`config.mk`:
```
export PLATFORM = sky130hd
export DESIGN_NAME = key_to_escape_sequence_encoder
export DESIGN_NICKNAME = d
export VERILOG_FILES = /design/src/rtl/kesenc_pkg.sv /design/src/rtl/kesenc_front.sv /design/src/rtl/kesenc_queue.sv /design/src/rtl/kesenc_back.sv /design/src/rtl/key_to_escape_sequence_encoder.sv
export VERILOG_INCLUDE_DIRS = /design/src /design/src/rtl
export SDC_FILE = /design/constraint.sdc
export NUM_CORES = 1
export LEC_CHECK = 0
export BUFFER_PORTS_ARGS = -buffer_cell sky130_fd_sc_hd__buf_2
export CORE_AREA = 4 4 112 167
export CTS_CLUSTER_SIZE = 12
export DETAILED_ROUTE_END_ITERATION = 7
export DIE_AREA = 0 0 116 171
export PLACE_DENSITY = 0.67
export SETUP_SLACK_MARGIN = 0.3
export SLEW_MARGIN = 5
export SYNTH_ARGS = -nofsm -noshare
export SYNTH_HDL_FRONTEND = slang
export SYNTH_SLANG_ARGS = --single-unit
```
`constraint.sdc`:
```
create_clock -name clk_i -period 7.2 [get_ports clk_i]
set_input_delay 1.44 -clock clk_i [delete_from_list [all_inputs] [get_ports clk_i]]
set_output_delay 1.44 -clock clk_i [all_outputs]
set_load 0.01 [all_outputs]
```
`src/rtl/key_to_escape_sequence_encoder_assert.svh`:
```
// Assertion macros shared by the encoder RTL. They sample on clk_i and are
// disabled while rst_ni is low.
`ifndef KEY_TO_ESCAPE_SEQUENCE_ENCODER_ASSERT_SVH
`define KEY_TO_ESCAPE_SEQUENCE_ENCODER_ASSERT_SVH

// A condition that must hold at every clock edge outside reset.
`define KESENC_ASSERT_ALWAYS(label, cond, msg) \
  label: assert property (@(posedge clk_i) disable iff (!rst_ni) (cond)) \
    else $error(msg);

// An implication checked within the same clock edge.
`define KESENC_ASSERT_IMPLIES(label, ante, cons, msg) \
  label: assert property (@(posedge clk_i) disable iff (!rst_ni) (ante) |-> (cons)) \
    else $error(msg);

`endif

```
`src/rtl/kesenc_pkg.sv`:
```
`default_nettype none

package kesenc_pkg;

  // Longest sequence a key can produce, and the queue depth between front and back.
  localparam int unsigned SeqMax = 7;
  localparam int unsigned QDepth = 2;

  localparam logic [7:0] EscByte  = 8'h1B;
  localparam logic [7:0] DelByte  = 8'h7F;
  localparam logic [7:0] BsByte   = 8'h08;

  // Configuration register indexes.
  localparam logic [2:0] CFG_APP_CURSOR = 3'd0;
  localparam logic [2:0] CFG_HOME_END   = 3'd1;
  localparam logic [2:0] CFG_BS_DELETE  = 3'd2;
  localparam logic [2:0] CFG_FN_STYLE   = 3'd3;
  localparam logic [2:0] CFG_APP_KEYPAD = 3'd4;

  // Home/end styles.
  localparam logic [1:0] HOME_END_TILDE = 2'd1;
  localparam logic [1:0] HOME_END_RXVT  = 2'd2;

  // Virtual-key codes with a translation of their own.
  localparam logic [7:0] VkBack     = 8'h08;
  localparam logic [7:0] VkPageUp   = 8'h21;
  localparam logic [7:0] VkPageDown = 8'h22;
  localparam logic [7:0] VkEnd      = 8'h23;
  localparam logic [7:0] VkHome     = 8'h24;
  localparam logic [7:0] VkLeft     = 8'h25;
  localparam logic [7:0] VkUp       = 8'h26;
  localparam logic [7:0] VkRight    = 8'h27;
  localparam logic [7:0] VkDown     = 8'h28;
  localparam logic [7:0] VkInsert   = 8'h2D;
  localparam logic [7:0] VkDelete   = 8'h2E;
  localparam logic [7:0] VkNum0     = 8'h60;
  localparam logic [7:0] VkNum9     = 8'h69;
  localparam logic [7:0] VkMultiply = 8'h6A;
  localparam logic [7:0] VkAdd      = 8'h6B;
  localparam logic [7:0] VkSubtract = 8'h6D;
  localparam logic [7:0] VkDecimal  = 8'h6E;
  localparam logic [7:0] VkDivide   = 8'h6F;
  localparam logic [7:0] VkF1       = 8'h70;
  localparam logic [7:0] VkF12      = 8'h7B;

  typedef enum logic [1:0] {
    FN_XTERM = 2'd0,
    FN_LINUX = 2'd1,
    FN_VT100 = 2'd2,
    FN_SCO   = 2'd3
  } fn_style_e;

  typedef struct packed {
    logic       app_cursor;
    logic [1:0] home_end;
    logic       bs_delete;
    fn_style_e  fn_style;
    logic       app_keypad;
  } cfg_t;

  // One translated key: its bytes in order and how many are used.
  typedef struct packed {
    logic [SeqMax-1:0][7:0] bytes;
    logic [2:0]             len;
  } seq_t;

  // Append one byte; anything beyond the buffer is dropped.
  function automatic seq_t seq_put(seq_t s, logic [7:0] b);
    seq_t r;
    r = s;
    if (r.len < 3'(SeqMax)) begin
      r.bytes[r.len] = b;
      r.len = r.len + 3'd1;
    end
    return r;
  endfunction

  // Append a value below 30 in decimal, with no leading zero.
  function automatic seq_t seq_dec(seq_t s, logic [4:0] v);
    seq_t r;
    logic [4:0] ones;
    r = s;
    ones = v;
    if (v >= 5'd20) begin
      r = seq_put(r, 8'h32);
      ones = v - 5'd20;
    end else if (v >= 5'd10) begin
      r = seq_put(r, 8'h31);
      ones = v - 5'd10;
    end
    r = seq_put(r, 8'h30 + {3'b000, ones});
    return r;
  endfunction

  // Cursor-style sequence: CSI 1;m x when modified, else SS3 x or CSI x.
  function automatic seq_t seq_cursor(seq_t s, logic [7:0] letter, logic [3:0] mp,
                                      logic app);
    seq_t r;
    r = seq_put(s, EscByte);
    if (mp != 4'd1) begin
      r = seq_put(r, 8'h5B);
      r = seq_put(r, 8'h31);
      r = seq_put(r, 8'h3B);
      r = seq_dec(r, {1'b0, mp});
    end else if (app) begin
      r = seq_put(r, 8'h4F);
    end else begin
      r = seq_put(r, 8'h5B);
    end
    r = seq_put(r, letter);
    return r;
  endfunction

  // Tilde sequence: CSI n ~ or CSI n;m ~.
  function automatic seq_t seq_tilde(seq_t s, logic [4:0] num, logic [3:0] mp);
    seq_t r;
    r = seq_put(s, EscByte);
    r = seq_put(r, 8'h5B);
    r = seq_dec(r, num);
    if (mp != 4'd1) begin
      r = seq_put(r, 8'h3B);
      r = seq_dec(r, {1'b0, mp});
    end
    r = seq_put(r, 8'h7E);
    return r;
  endfunction

  function automatic seq_t seq_ss3(seq_t s, logic [7:0] letter);
    seq_t r;
    r = seq_put(s, EscByte);
    r = seq_put(r, 8'h4F);
    r = seq_put(r, letter);
    return r;
  endfunction

  // Tilde code of function key n (1 to 12).
  function automatic logic [4:0] fn_tilde_code(logic [3:0] n);
    logic [4:0] c;
    unique case (n)
      4'd1:    c = 5'd11;
      4'd2:    c = 5'd12;
      4'd3:    c = 5'd13;
      4'd4:    c = 5'd14;
      4'd5:    c = 5'd15;
      4'd6:    c = 5'd17;
      4'd7:    c = 5'd18;
      4'd8:    c = 5'd19;
      4'd9:    c = 5'd20;
      4'd10:   c = 5'd21;
      4'd11:   c = 5'd23;
      4'd12:   c = 5'd24;
      default: c = 5'd0;
    endcase
    return c;
  endfunction

  // Function key n (1 to 12) in the configured flavor.
  function automatic seq_t seq_fn(seq_t s, fn_style_e style, logic [3:0] n,
                                  logic [3:0] mp, logic shift, logic ctrl);
    seq_t r;
    logic [7:0] base;
    r = s;
    base = 8'h4C + {4'b0000, n};
    unique case (style)
      FN_LINUX: begin
        if (n <= 4'd5) begin
          r = seq_put(r, EscByte);
          r = seq_put(r, 8'h5B);
          r = seq_put(r, 8'h5B);
          r = seq_put(r, 8'h40 + {4'b0000, n});
        end else begin
          r = seq_tilde(r, fn_tilde_code(n), mp);
        end
      end
      FN_VT100: begin
        r = seq_put(r, EscByte);
        r = seq_put(r, 8'h4F);
        r = seq_put(r, 8'h4F + {4'b0000, n});
      end
      FN_SCO: begin
        if (shift) begin
          base = base + 8'd12;
        end
        if (ctrl) begin
          base = base + 8'd24;
        end
        if (base > 8'h7A) begin
          base = 8'h7A;
        end
        r = seq_put(r, EscByte);
        r = seq_put(r, 8'h5B);
        r = seq_put(r, base);
      end
      default: begin
        if (n <= 4'd4) begin
          r = seq_cursor(r, 8'h4F + {4'b0000, n}, mp, 1'b1);
        end else begin
          r = seq_tilde(r, fn_tilde_code(n), mp);
        end
      end
    endcase
    return r;
  endfunction

endpackage

`default_nettype wire

```
`src/rtl/kesenc_front.sv`:
```
`default_nettype none

module kesenc_front import kesenc_pkg::*; (
  input  wire logic       clk_i,
  input  wire logic       rst_ni,
  input  wire logic       cfg_we_i,
  input  wire logic [2:0] cfg_index_i,
  input  wire logic [1:0] cfg_wdata_i,
  input  wire logic [7:0] key_code_i,
  input  wire logic       shift_held_i,
  input  wire logic       alt_held_i,
  input  wire logic       ctrl_held_i,
  output seq_t            seq_o
);

  cfg_t cfg_q, cfg_d;

  // Configuration registers, written one at a time by index.
  always_comb begin
    cfg_d = cfg_q;
    if (cfg_we_i) begin
      unique case (cfg_index_i)
        CFG_APP_CURSOR: cfg_d.app_cursor = cfg_wdata_i[0];
        CFG_HOME_END:   cfg_d.home_end   = cfg_wdata_i;
        CFG_BS_DELETE:  cfg_d.bs_delete  = cfg_wdata_i[0];
        CFG_FN_STYLE:   cfg_d.fn_style   = fn_style_e'(cfg_wdata_i);
        CFG_APP_KEYPAD: cfg_d.app_keypad = cfg_wdata_i[0];
        default:        cfg_d = cfg_q;
      endcase
    end
  end

  always_ff @(posedge clk_i or negedge rst_ni) begin
    if (!rst_ni) begin
      cfg_q <= '{app_cursor: 1'b0, home_end: 2'd0, bs_delete: 1'b0,
                 fn_style: FN_XTERM, app_keypad: 1'b0};
    end else begin
      cfg_q <= cfg_d;
    end
  end

  // Classify the key and build its byte sequence.
  logic [3:0] mp;
  logic       any_mod;
  logic [3:0] fn_num;
  seq_t       seq;

  assign mp      = 4'd1 + {3'b000, shift_held_i} + {2'b00, alt_held_i, 1'b0}
                 + {1'b0, ctrl_held_i, 2'b00};
  assign any_mod = shift_held_i | alt_held_i | ctrl_held_i;
  assign fn_num  = 4'(key_code_i - VkF1) + 4'd1;

  always_comb begin
    seq = '0;
    unique case (key_code_i)
      VkUp:       seq = seq_cursor(seq, 8'h41, mp, cfg_q.app_cursor);
      VkDown:     seq = seq_cursor(seq, 8'h42, mp, cfg_q.app_cursor);
      VkRight:    seq = seq_cursor(seq, 8'h43, mp, cfg_q.app_cursor);
      VkLeft:     seq = seq_cursor(seq, 8'h44, mp, cfg_q.app_cursor);
      VkHome: begin
        if (cfg_q.home_end == HOME_END_TILDE) begin
          seq = seq_tilde(seq, 5'd1, mp);
        end else if (cfg_q.home_end == HOME_END_RXVT) begin
          if (any_mod) begin
            seq = seq_cursor(seq, 8'h48, mp, 1'b0);
          end else begin
            seq = seq_put(seq, EscByte);
            seq = seq_put(seq, 8'h5B);
            seq = seq_put(seq, 8'h48);
          end
        end else begin
          seq = seq_cursor(seq, 8'h48, mp, cfg_q.app_cursor);
        end
      end
      VkEnd: begin
        if (cfg_q.home_end == HOME_END_TILDE) begin
          seq = seq_tilde(seq, 5'd4, mp);
        end else if (cfg_q.home_end == HOME_END_RXVT) begin
          if (any_mod) begin
            seq = seq_cursor(seq, 8'h46, mp, 1'b0);
          end else begin
            seq = seq_ss3(seq, 8'h77);
          end
        end else begin
          seq = seq_cursor(seq, 8'h46, mp, cfg_q.app_cursor);
        end
      end
      VkPageUp:   seq = seq_tilde(seq, 5'd5, mp);
      VkPageDown: seq = seq_tilde(seq, 5'd6, mp);
      VkInsert:   seq = seq_tilde(seq, 5'd2, mp);
      VkDelete:   seq = seq_tilde(seq, 5'd3, mp);
      VkBack: begin
        if (alt_held_i) begin
          seq = seq_put(seq, EscByte);
        end
        seq = seq_put(seq, (cfg_q.bs_delete != shift_held_i) ? DelByte : BsByte);
      end
      default: begin
        if (key_code_i >= VkF1 && key_code_i <= VkF12) begin
          seq = seq_fn(seq, cfg_q.fn_style, fn_num, mp, shift_held_i, ctrl_held_i);
        end else if (cfg_q.app_keypad && !ctrl_held_i && !alt_held_i) begin
          // Application keypad: digits map to SS3 p..y, operators to their own letter.
          if (key_code_i >= VkNum0 && key_code_i <= VkNum9) begin
            seq = seq_ss3(seq, key_code_i + 8'h10);
          end else if (key_code_i == VkDecimal) begin
            seq = seq_ss3(seq, 8'h6E);
          end else if (key_code_i == VkAdd) begin
            seq = seq_ss3(seq, 8'h6B);
          end else if (key_code_i == VkSubtract) begin
            seq = seq_ss3(seq, 8'h6D);
          end else if (key_code_i == VkMultiply) begin
            seq = seq_ss3(seq, 8'h6A);
          end else if (key_code_i == VkDivide) begin
            seq = seq_ss3(seq, 8'h6F);
          end
        end
      end
    endcase
  end

  assign seq_o = seq;

endmodule

`default_nettype wire

```
`src/rtl/kesenc_queue.sv`:
```
`default_nettype none

module kesenc_queue import kesenc_pkg::*; (
  input  wire logic clk_i,
  input  wire logic rst_ni,
  input  wire logic push_i,
  input  wire seq_t push_seq_i,
  output logic      full_o,
  input  wire logic pop_i,
  output logic      head_valid_o,
  output seq_t      head_seq_o
);

  localparam int unsigned PtrW = (QDepth > 1) ? $clog2(QDepth) : 1;
  localparam int unsigned CntW = $clog2(QDepth + 1);

  seq_t            mem_q [QDepth];
  logic [PtrW-1:0] wr_ptr_q, wr_ptr_d;
  logic [PtrW-1:0] rd_ptr_q, rd_ptr_d;
  logic [CntW-1:0] count_q, count_d;
  logic            do_push, do_pop;

  assign full_o       = (count_q == CntW'(QDepth));
  assign head_valid_o = (count_q != '0);
  assign head_seq_o   = mem_q[rd_ptr_q];
  assign do_push      = push_i && !full_o;
  assign do_pop       = pop_i && head_valid_o;

  // Pointer and occupancy update.
  always_comb begin
    wr_ptr_d = wr_ptr_q;
    rd_ptr_d = rd_ptr_q;
    count_d  = count_q;
    if (do_push) begin
      wr_ptr_d = (wr_ptr_q == PtrW'(QDepth - 1)) ? '0 : wr_ptr_q + PtrW'(1);
    end
    if (do_pop) begin
      rd_ptr_d = (rd_ptr_q == PtrW'(QDepth - 1)) ? '0 : rd_ptr_q + PtrW'(1);
    end
    if (do_push && !do_pop) begin
      count_d = count_q + CntW'(1);
    end else if (do_pop && !do_push) begin
      count_d = count_q - CntW'(1);
    end
  end

  always_ff @(posedge clk_i or negedge rst_ni) begin
    if (!rst_ni) begin
      wr_ptr_q <= '0;
      rd_ptr_q <= '0;
      count_q  <= '0;
    end else begin
      wr_ptr_q <= wr_ptr_d;
      rd_ptr_q <= rd_ptr_d;
      count_q  <= count_d;
    end
  end

  // Storage needs no reset; entries are read only once written.
  always_ff @(posedge clk_i) begin
    if (do_push) begin
      mem_q[wr_ptr_q] <= push_seq_i;
    end
  end

endmodule

`default_nettype wire

```
`src/rtl/kesenc_back.sv`:
```
`default_nettype none
`include "key_to_escape_sequence_encoder_assert.svh"

module kesenc_back import kesenc_pkg::*; (
  input  wire logic       clk_i,
  input  wire logic       rst_ni,
  input  wire logic       head_valid_i,
  input  wire seq_t       head_seq_i,
  output logic            pop_o,
  output logic            out_valid_o,
  input  wire logic       out_stall_i,
  output logic [7:0]      out_byte_o,
  output logic            last_byte_o
);

  logic [2:0] idx_q, idx_d;
  logic       out_valid_q, out_valid_d;
  logic [7:0] out_byte_q, out_byte_d;
  logic       last_q, last_d;
  logic       load;
  logic       is_last;

  // A new byte enters the output register whenever it is empty or being taken.
  assign load    = head_valid_i && (!out_valid_q || !out_stall_i);
  assign is_last = (idx_q == head_seq_i.len - 3'd1);
  assign pop_o   = load && is_last;

  always_comb begin
    idx_d       = idx_q;
    out_byte_d  = out_byte_q;
    last_d      = last_q;
    out_valid_d = out_valid_q && out_stall_i;
    if (load) begin
      out_byte_d  = head_seq_i.bytes[idx_q];
      last_d      = is_last;
      out_valid_d = 1'b1;
      idx_d       = is_last ? 3'd0 : idx_q + 3'd1;
    end
  end

  always_ff @(posedge clk_i or negedge rst_ni) begin
    if (!rst_ni) begin
      idx_q       <= 3'd0;
      out_valid_q <= 1'b0;
    end else begin
      idx_q       <= idx_d;
      out_valid_q <= out_valid_d;
    end
  end

  always_ff @(posedge clk_i) begin
    out_byte_q <= out_byte_d;
    last_q     <= last_d;
  end

  assign out_valid_o = out_valid_q;
  assign out_byte_o  = out_byte_q;
  assign last_byte_o = last_q;

  // Only non-empty sequences are queued, and the byte index stays inside the head.
  `KESENC_ASSERT_IMPLIES(a_head_nonempty, head_valid_i, head_seq_i.len != 3'd0, "empty sequence")
  `KESENC_ASSERT_IMPLIES(a_idx_in_range, head_valid_i, idx_q < head_seq_i.len, "index past end")
  // A sequence leaves the queue exactly when its final byte is loaded.
  `KESENC_ASSERT_IMPLIES(a_pop_on_last, pop_o, load && is_last, "pop without final byte")
  `KESENC_ASSERT_ALWAYS(a_idx_zero_idle, head_valid_i || idx_q == 3'd0, "stale byte index")

endmodule

`default_nettype wire

```
`src/rtl/key_to_escape_sequence_encoder.sv`:
```
`default_nettype none

// Key event to terminal byte sequence encoder. Each accepted key event (virtual-key
// code plus shift, alt and ctrl) is translated in the cycle it is accepted into a
// sequence of one to seven bytes, which waits in a two-entry queue and is then sent
// one byte per clock while out_stall_i is low, with last_byte_o marking its final
// byte; keys with no translation are accepted and produce nothing. Bytes leave
// through the single byte-wide output register; input is stalled only while the
// queue holds two sequences. Configuration registers are written by index through
// cfg_we_i and should change only while no sequence is in flight.

module key_to_escape_sequence_encoder import kesenc_pkg::*; (
  input  wire logic       clk_i,
  input  wire logic       rst_ni,
  input  wire logic       cfg_we_i,
  input  wire logic [2:0] cfg_index_i,
  input  wire logic [1:0] cfg_wdata_i,
  input  wire logic       in_valid_i,
  output logic            in_stall_o,
  input  wire logic [7:0] key_code_i,
  input  wire logic       shift_held_i,
  input  wire logic       alt_held_i,
  input  wire logic       ctrl_held_i,
  output logic            out_valid_o,
  input  wire logic       out_stall_i,
  output logic [7:0]      out_byte_o,
  output logic            last_byte_o
);

  seq_t front_seq;
  seq_t head_seq;
  logic q_full;
  logic head_valid;
  logic pop;
  logic push;

  // Front end: configuration and key classification.
  kesenc_front u_front (
    .clk_i        (clk_i),
    .rst_ni       (rst_ni),
    .cfg_we_i     (cfg_we_i),
    .cfg_index_i  (cfg_index_i),
    .cfg_wdata_i  (cfg_wdata_i),
    .key_code_i   (key_code_i),
    .shift_held_i (shift_held_i),
    .alt_held_i   (alt_held_i),
    .ctrl_held_i  (ctrl_held_i),
    .seq_o        (front_seq)
  );

  // Untranslated keys are accepted but never queued.
  assign in_stall_o = q_full;
  assign push       = in_valid_i && (front_seq.len != 3'd0);

  kesenc_queue u_queue (
    .clk_i        (clk_i),
    .rst_ni       (rst_ni),
    .push_i       (push),
    .push_seq_i   (front_seq),
    .full_o       (q_full),
    .pop_i        (pop),
    .head_valid_o (head_valid),
    .head_seq_o   (head_seq)
  );

  // Back end: byte serializer with output register.
  kesenc_back u_back (
    .clk_i        (clk_i),
    .rst_ni       (rst_ni),
    .head_valid_i (head_valid),
    .head_seq_i   (head_seq),
    .pop_o        (pop),
    .out_valid_o  (out_valid_o),
    .out_stall_i  (out_stall_i),
    .out_byte_o   (out_byte_o),
    .last_byte_o  (last_byte_o)
  );

endmodule

`default_nettype wire
```
==> impl_metrics.env <==
export IMPL_status="finished clean"
export IMPL_critPathMaxFanout=19
export IMPL_final_setup_worst_slack_ns=1.58
export IMPL_cts_tree="done"
export IMPL_power_total_mw=2.65
export IMPL_clkTransAtPathRegs_ns=0.06
export IMPL_antenna_cells_inserted=0
export IMPL_global_route_overflow_total=0
export IMPL_first_pass_iters=5
export IMPL_hold_buffers=0
export IMPL_route_final_wire_length_um=24000
export IMPL_max_clock_freq_mhz=178
export IMPL_cts_sinks=126
export IMPL_drt_wirelength_per_cell_um=23.2
export IMPL_synth_net_count=855
export IMPL_cp_data_arrival_time_ns=5.94
export IMPL_num_io_pins=32
export IMPL_area_overhead_vs_synth_pct=11.8
export IMPL_ffs_w_async_s_r_synth_pct=11.9
export IMPL_detail_route_iter0_violations=555
export IMPL_fp_row_count=59
export IMPL_post_synth_num_cell_types=86
export IMPL_cp_common_cell="ha_1"
export IMPL_drive_above_1_share_pct=15.5
export IMPL_ctsRootBufferMaster="clkbuf_16"
export IMPL_setup_total_negative_slack_ns=0
export IMPL_timing_critical_path_slowest_cell_delay_ns=0.45
export IMPL_dpl_cells=1005
export IMPL_post_route_min_period_ns=5.62
export IMPL_path_cells="buf_2 -> ha_1 -> inv_1 -> ha_1 -> inv_1 -> ha_1 -> inv_1 -> ha_1 -> a21o_1 -> buf_4 -> ha_1 -> o21ai_0 -> ha_1 -> nor3b_1 -> a21oi_1 -> o41ai_2 -> nand2_1 -> a211oi_2 -> nor2_1 -> ha_1 -> nor2_1 -> xnor2_1"
export IMPL_initial_utilization_pct=47.4
export IMPL_layout_common_cells="111 x edfxtp_1, 82 x nand2_1, 68 x o21ai_0, 57 x nor2_1, 54 x a21oi_1"
export IMPL_crit_path_start_kind="primary input"
export IMPL_path_class="in2reg"
export IMPL_post_cts_buffers=0
export IMPL_via_count_of_the_first_global_routing_pass=6489
export IMPL_post_route_period_util_pct=78.0
export IMPL_synth_ff_type="edfxtp_1"
export IMPL_vias=6653
export IMPL_coreArea_mm2=0.0173
export IMPL_final_cell_count_no_fill=1037
export IMPL_number_of_synthesized_flops_with_an_enable_pin=111
export IMPL_slew_viol_final=0
export IMPL_post_cts_resize_count=0
export IMPL_synthCells=796
export IMPL_clock_insertion_delay_worst_skew_ns=0.40
export IMPL_critical_path_buf_inv_count=5
export IMPL_clock_tree_htree_level_count=4
export IMPL_critPathTopFamily="adder cells"
export IMPL_hold_viol_final=0
export IMPL_drt_vias_per_instance=6.42
export IMPL_crit_required_ns=7.53
export IMPL_synth_seq_area_share_pct=45.3
export IMPL_cap_violations=0
export IMPL_grt_util_all_layers_pct=25.0
export IMPL_grt_max_degree=52
export IMPL_grt_antenna_before_repair=0
export IMPL_end_kind="register"
export IMPL_placement_setup_worst_slack_ns=1.16
export IMPL_ys_ff_latch=126
export IMPL_setup_repair_after_global_routing_missed_its_margin="false"
export IMPL_fillers=1561
export IMPL_io_buffer_count=31
export IMPL_route_detailed_drc=0
export IMPL_cpMaxStageDelayCell="ha_1"
export IMPL_synth_area_mm2=0.00819
export IMPL_min_delay_path_class="reg2reg"
export IMPL_peakVddDrop_mv=0.363
export IMPL_syn_area_per_cell_um2=10.3
export IMPL_fp_dieH_um=171
export IMPL_nets=870
export IMPL_power_density_mw_per_mm2=289
export IMPL_total_clock_buffers_created_by_cts=17
export IMPL_most_common_cell_after_layout_fill_and_taps_aside="edfxtp_1"
export IMPL_setup_viol=0
export IMPL_detailed_place_hpwl_um=18000
export IMPL_design_die_area_mm2=0.0198
export IMPL_worst_clock_skew_ns=0.0101
export IMPL_tightest_slew_ns=1.04
export IMPL_yosysWarnings=0
export IMPL_relSlewSlack_pct=30.1
export IMPL_static_leakage_power_nw=3.49
export IMPL_gpl_final_weighted_congestion=0.994
export IMPL_die_width_um=116
export IMPL_antenna_left=0
export IMPL_wire_length_of_the_first_global_routing_pass_um=37000
export IMPL_clk_path_buf_depth=2
-- synth_stat cells (all sizes together), types with 3 or more instances --
| cell | n | area [um^2] |
|---|---|---|
| edfxtp | 111 | 3330 |
| nand2 | 82 | 308 |
| o21ai | 74 | 370 |
| nor2 | 59 | 226 |
| a21oi | 54 | 270 |
| ha | 38 | 475 |
| clkbuf | 37 | 139 |
| inv | 35 | 131 |
| mux2i | 25 | 250 |
| nor3 | 25 | 148 |
| nand3 | 21 | 115 |
| mux4 | 19 | 428 |
| dfrtp | 15 | 375 |
| nand2b | 14 | 87.6 |
| xnor2 | 13 | 133 |
| buf | 12 | 63.8 |
| and3 | 11 | 73.8 |
| o211ai | 11 | 87.6 |
| a21o | 9 | 67.6 |
| o22ai | 9 | 56.3 |
| a211oi | 8 | 65.1 |
| mux2 | 8 | 90.1 |
| nor2b | 7 | 43.8 |
| a31oi | 6 | 37.5 |
| and2 | 6 | 40.0 |
| nor3b | 6 | 50.1 |
| xor2 | 6 | 52.6 |
| a22oi | 5 | 37.5 |
| a2111oi | 4 | 36.3 |
| nor4 | 4 | 46.3 |
| o311ai | 4 | 35.0 |
| o31ai | 4 | 30.0 |
| or3 | 4 | 25.0 |
| a21boi | 3 | 22.5 |
| a221oi | 3 | 32.5 |
| o2111ai | 3 | 26.3 |
| or3b | 3 | 26.3 |
| or4 | 3 | 26.3 |
-- report_power, final --
part           internal (mW)  total [mW]  switching (mW)
Clock                  0.582       0.886           0.305
Sequential             0.896       0.971          0.0750
Combinational          0.328       0.791           0.463
-- area by class of cell --
cell class	count	area (um^2)	area share (%)
Inverter	35	131	1.44
Timing Repair Buffer	45	260	2.84
Tap cell	213	267	2.91
Multi-Input combinational cell	586	4170	45.5
Sequential cell	126	3710	40.5
Clock buffer	19	433	4.73
Clock inverter	13	188	2.05
-- worst register-to-register path: cells and delay by family (launching register included) --
family | cells | cell delay [ns]
buffers and inverters | 1 | 0.18
adder cells (fa/ha/maj) | 1 | 0.33
AO/OA/AOI/OAI | 3 | 0.99
XOR/XNOR | 1 | 0.13
flip-flops | 1 | 0.47
AND/OR/NAND/NOR | 5 | 1.16
-- per-layer routing --
| metal | track usage (%) | vias to the layer above | wire length [um] |
|---|---|---|---|
| met3 | 3.43 | 102 | 1230 |
| met5 | 0 | - | 0 |
| met1 | 28.6 | 3216 | 8810 |
| met2 | 41.8 | 305 | 11900 |
| li1 | - | 3030 | - |
| met4 | 18.7 | 0 | 2110 |
-- path summary, 6_finish.rpt --
| kind | from | end | slack [ns] | cells past startpoint |
|---|---|---|---|---|
| setup / recovery | shift_held_i | u_queue.count_q[1] | 1.58 | 22 |
| hold / removal | u_queue.count_q[1] | u_back.out_valid_o | 0.49 | 2 |
| setup reg to reg | u_front.cfg_q[4] | u_queue.count_q[1] | 3.84 | 11 |
| hold reg to reg | u_queue.count_q[1] | u_back.out_valid_o | 0.49 | 2 |
| max in group asynchronous | rst_ni | u_queue.rd_ptr_q | 5.97 | 1 |
| min in group asynchronous | rst_ni | u_back.idx_q[0] | 0.94 | 1 |
-- state kept, by name, indices dropped and copies added (netlist names) --
| name | flops |
|---|---|
| u_front.cfg_q | 7 |
| u_back.idx_q | 3 |
| u_queue.count_q | 2 |
| u_queue.rd_ptr_q | 1 |
| u_queue.mem_q | 102 |
| u_back.out_valid_o | 1 |
| u_back.last_byte_o | 1 |
| u_back.out_byte_o | 8 |
| u_queue.wr_ptr_q | 1 |
-- cells by family (layout without fill, tap and decap cells) --
logic type               after synthesis  in the layout  synth area share, %
flip-flops                           126            126                 45.3
multiplexers                          52             52                 9.39
AND/OR/NAND/NOR                      255            255                 15.9
buffers and inverters                 84            112                 4.08
AO/OA/AOI/OAI                        222            222                 17.2
adder cells (fa/ha/maj)               38             38                 5.81
XOR/XNOR                              19             19                 2.26
-- stage by stage --
stage / utilization (%) / hold slack, ns / instance area, um^2
after detailed placement: 49.4 / 0.483 / 8530
after floorplan: - / 0.452 / 8210
final: 53.0 / 0.488 / 9150
after CTS: 53.0 / 0.493 / 9150
after global routing: 53.0 / 0.524 / 9150
after global placement: 49.4 / 0.463 / 8530
Note: power is estimated with default switching activity, not from simulation.
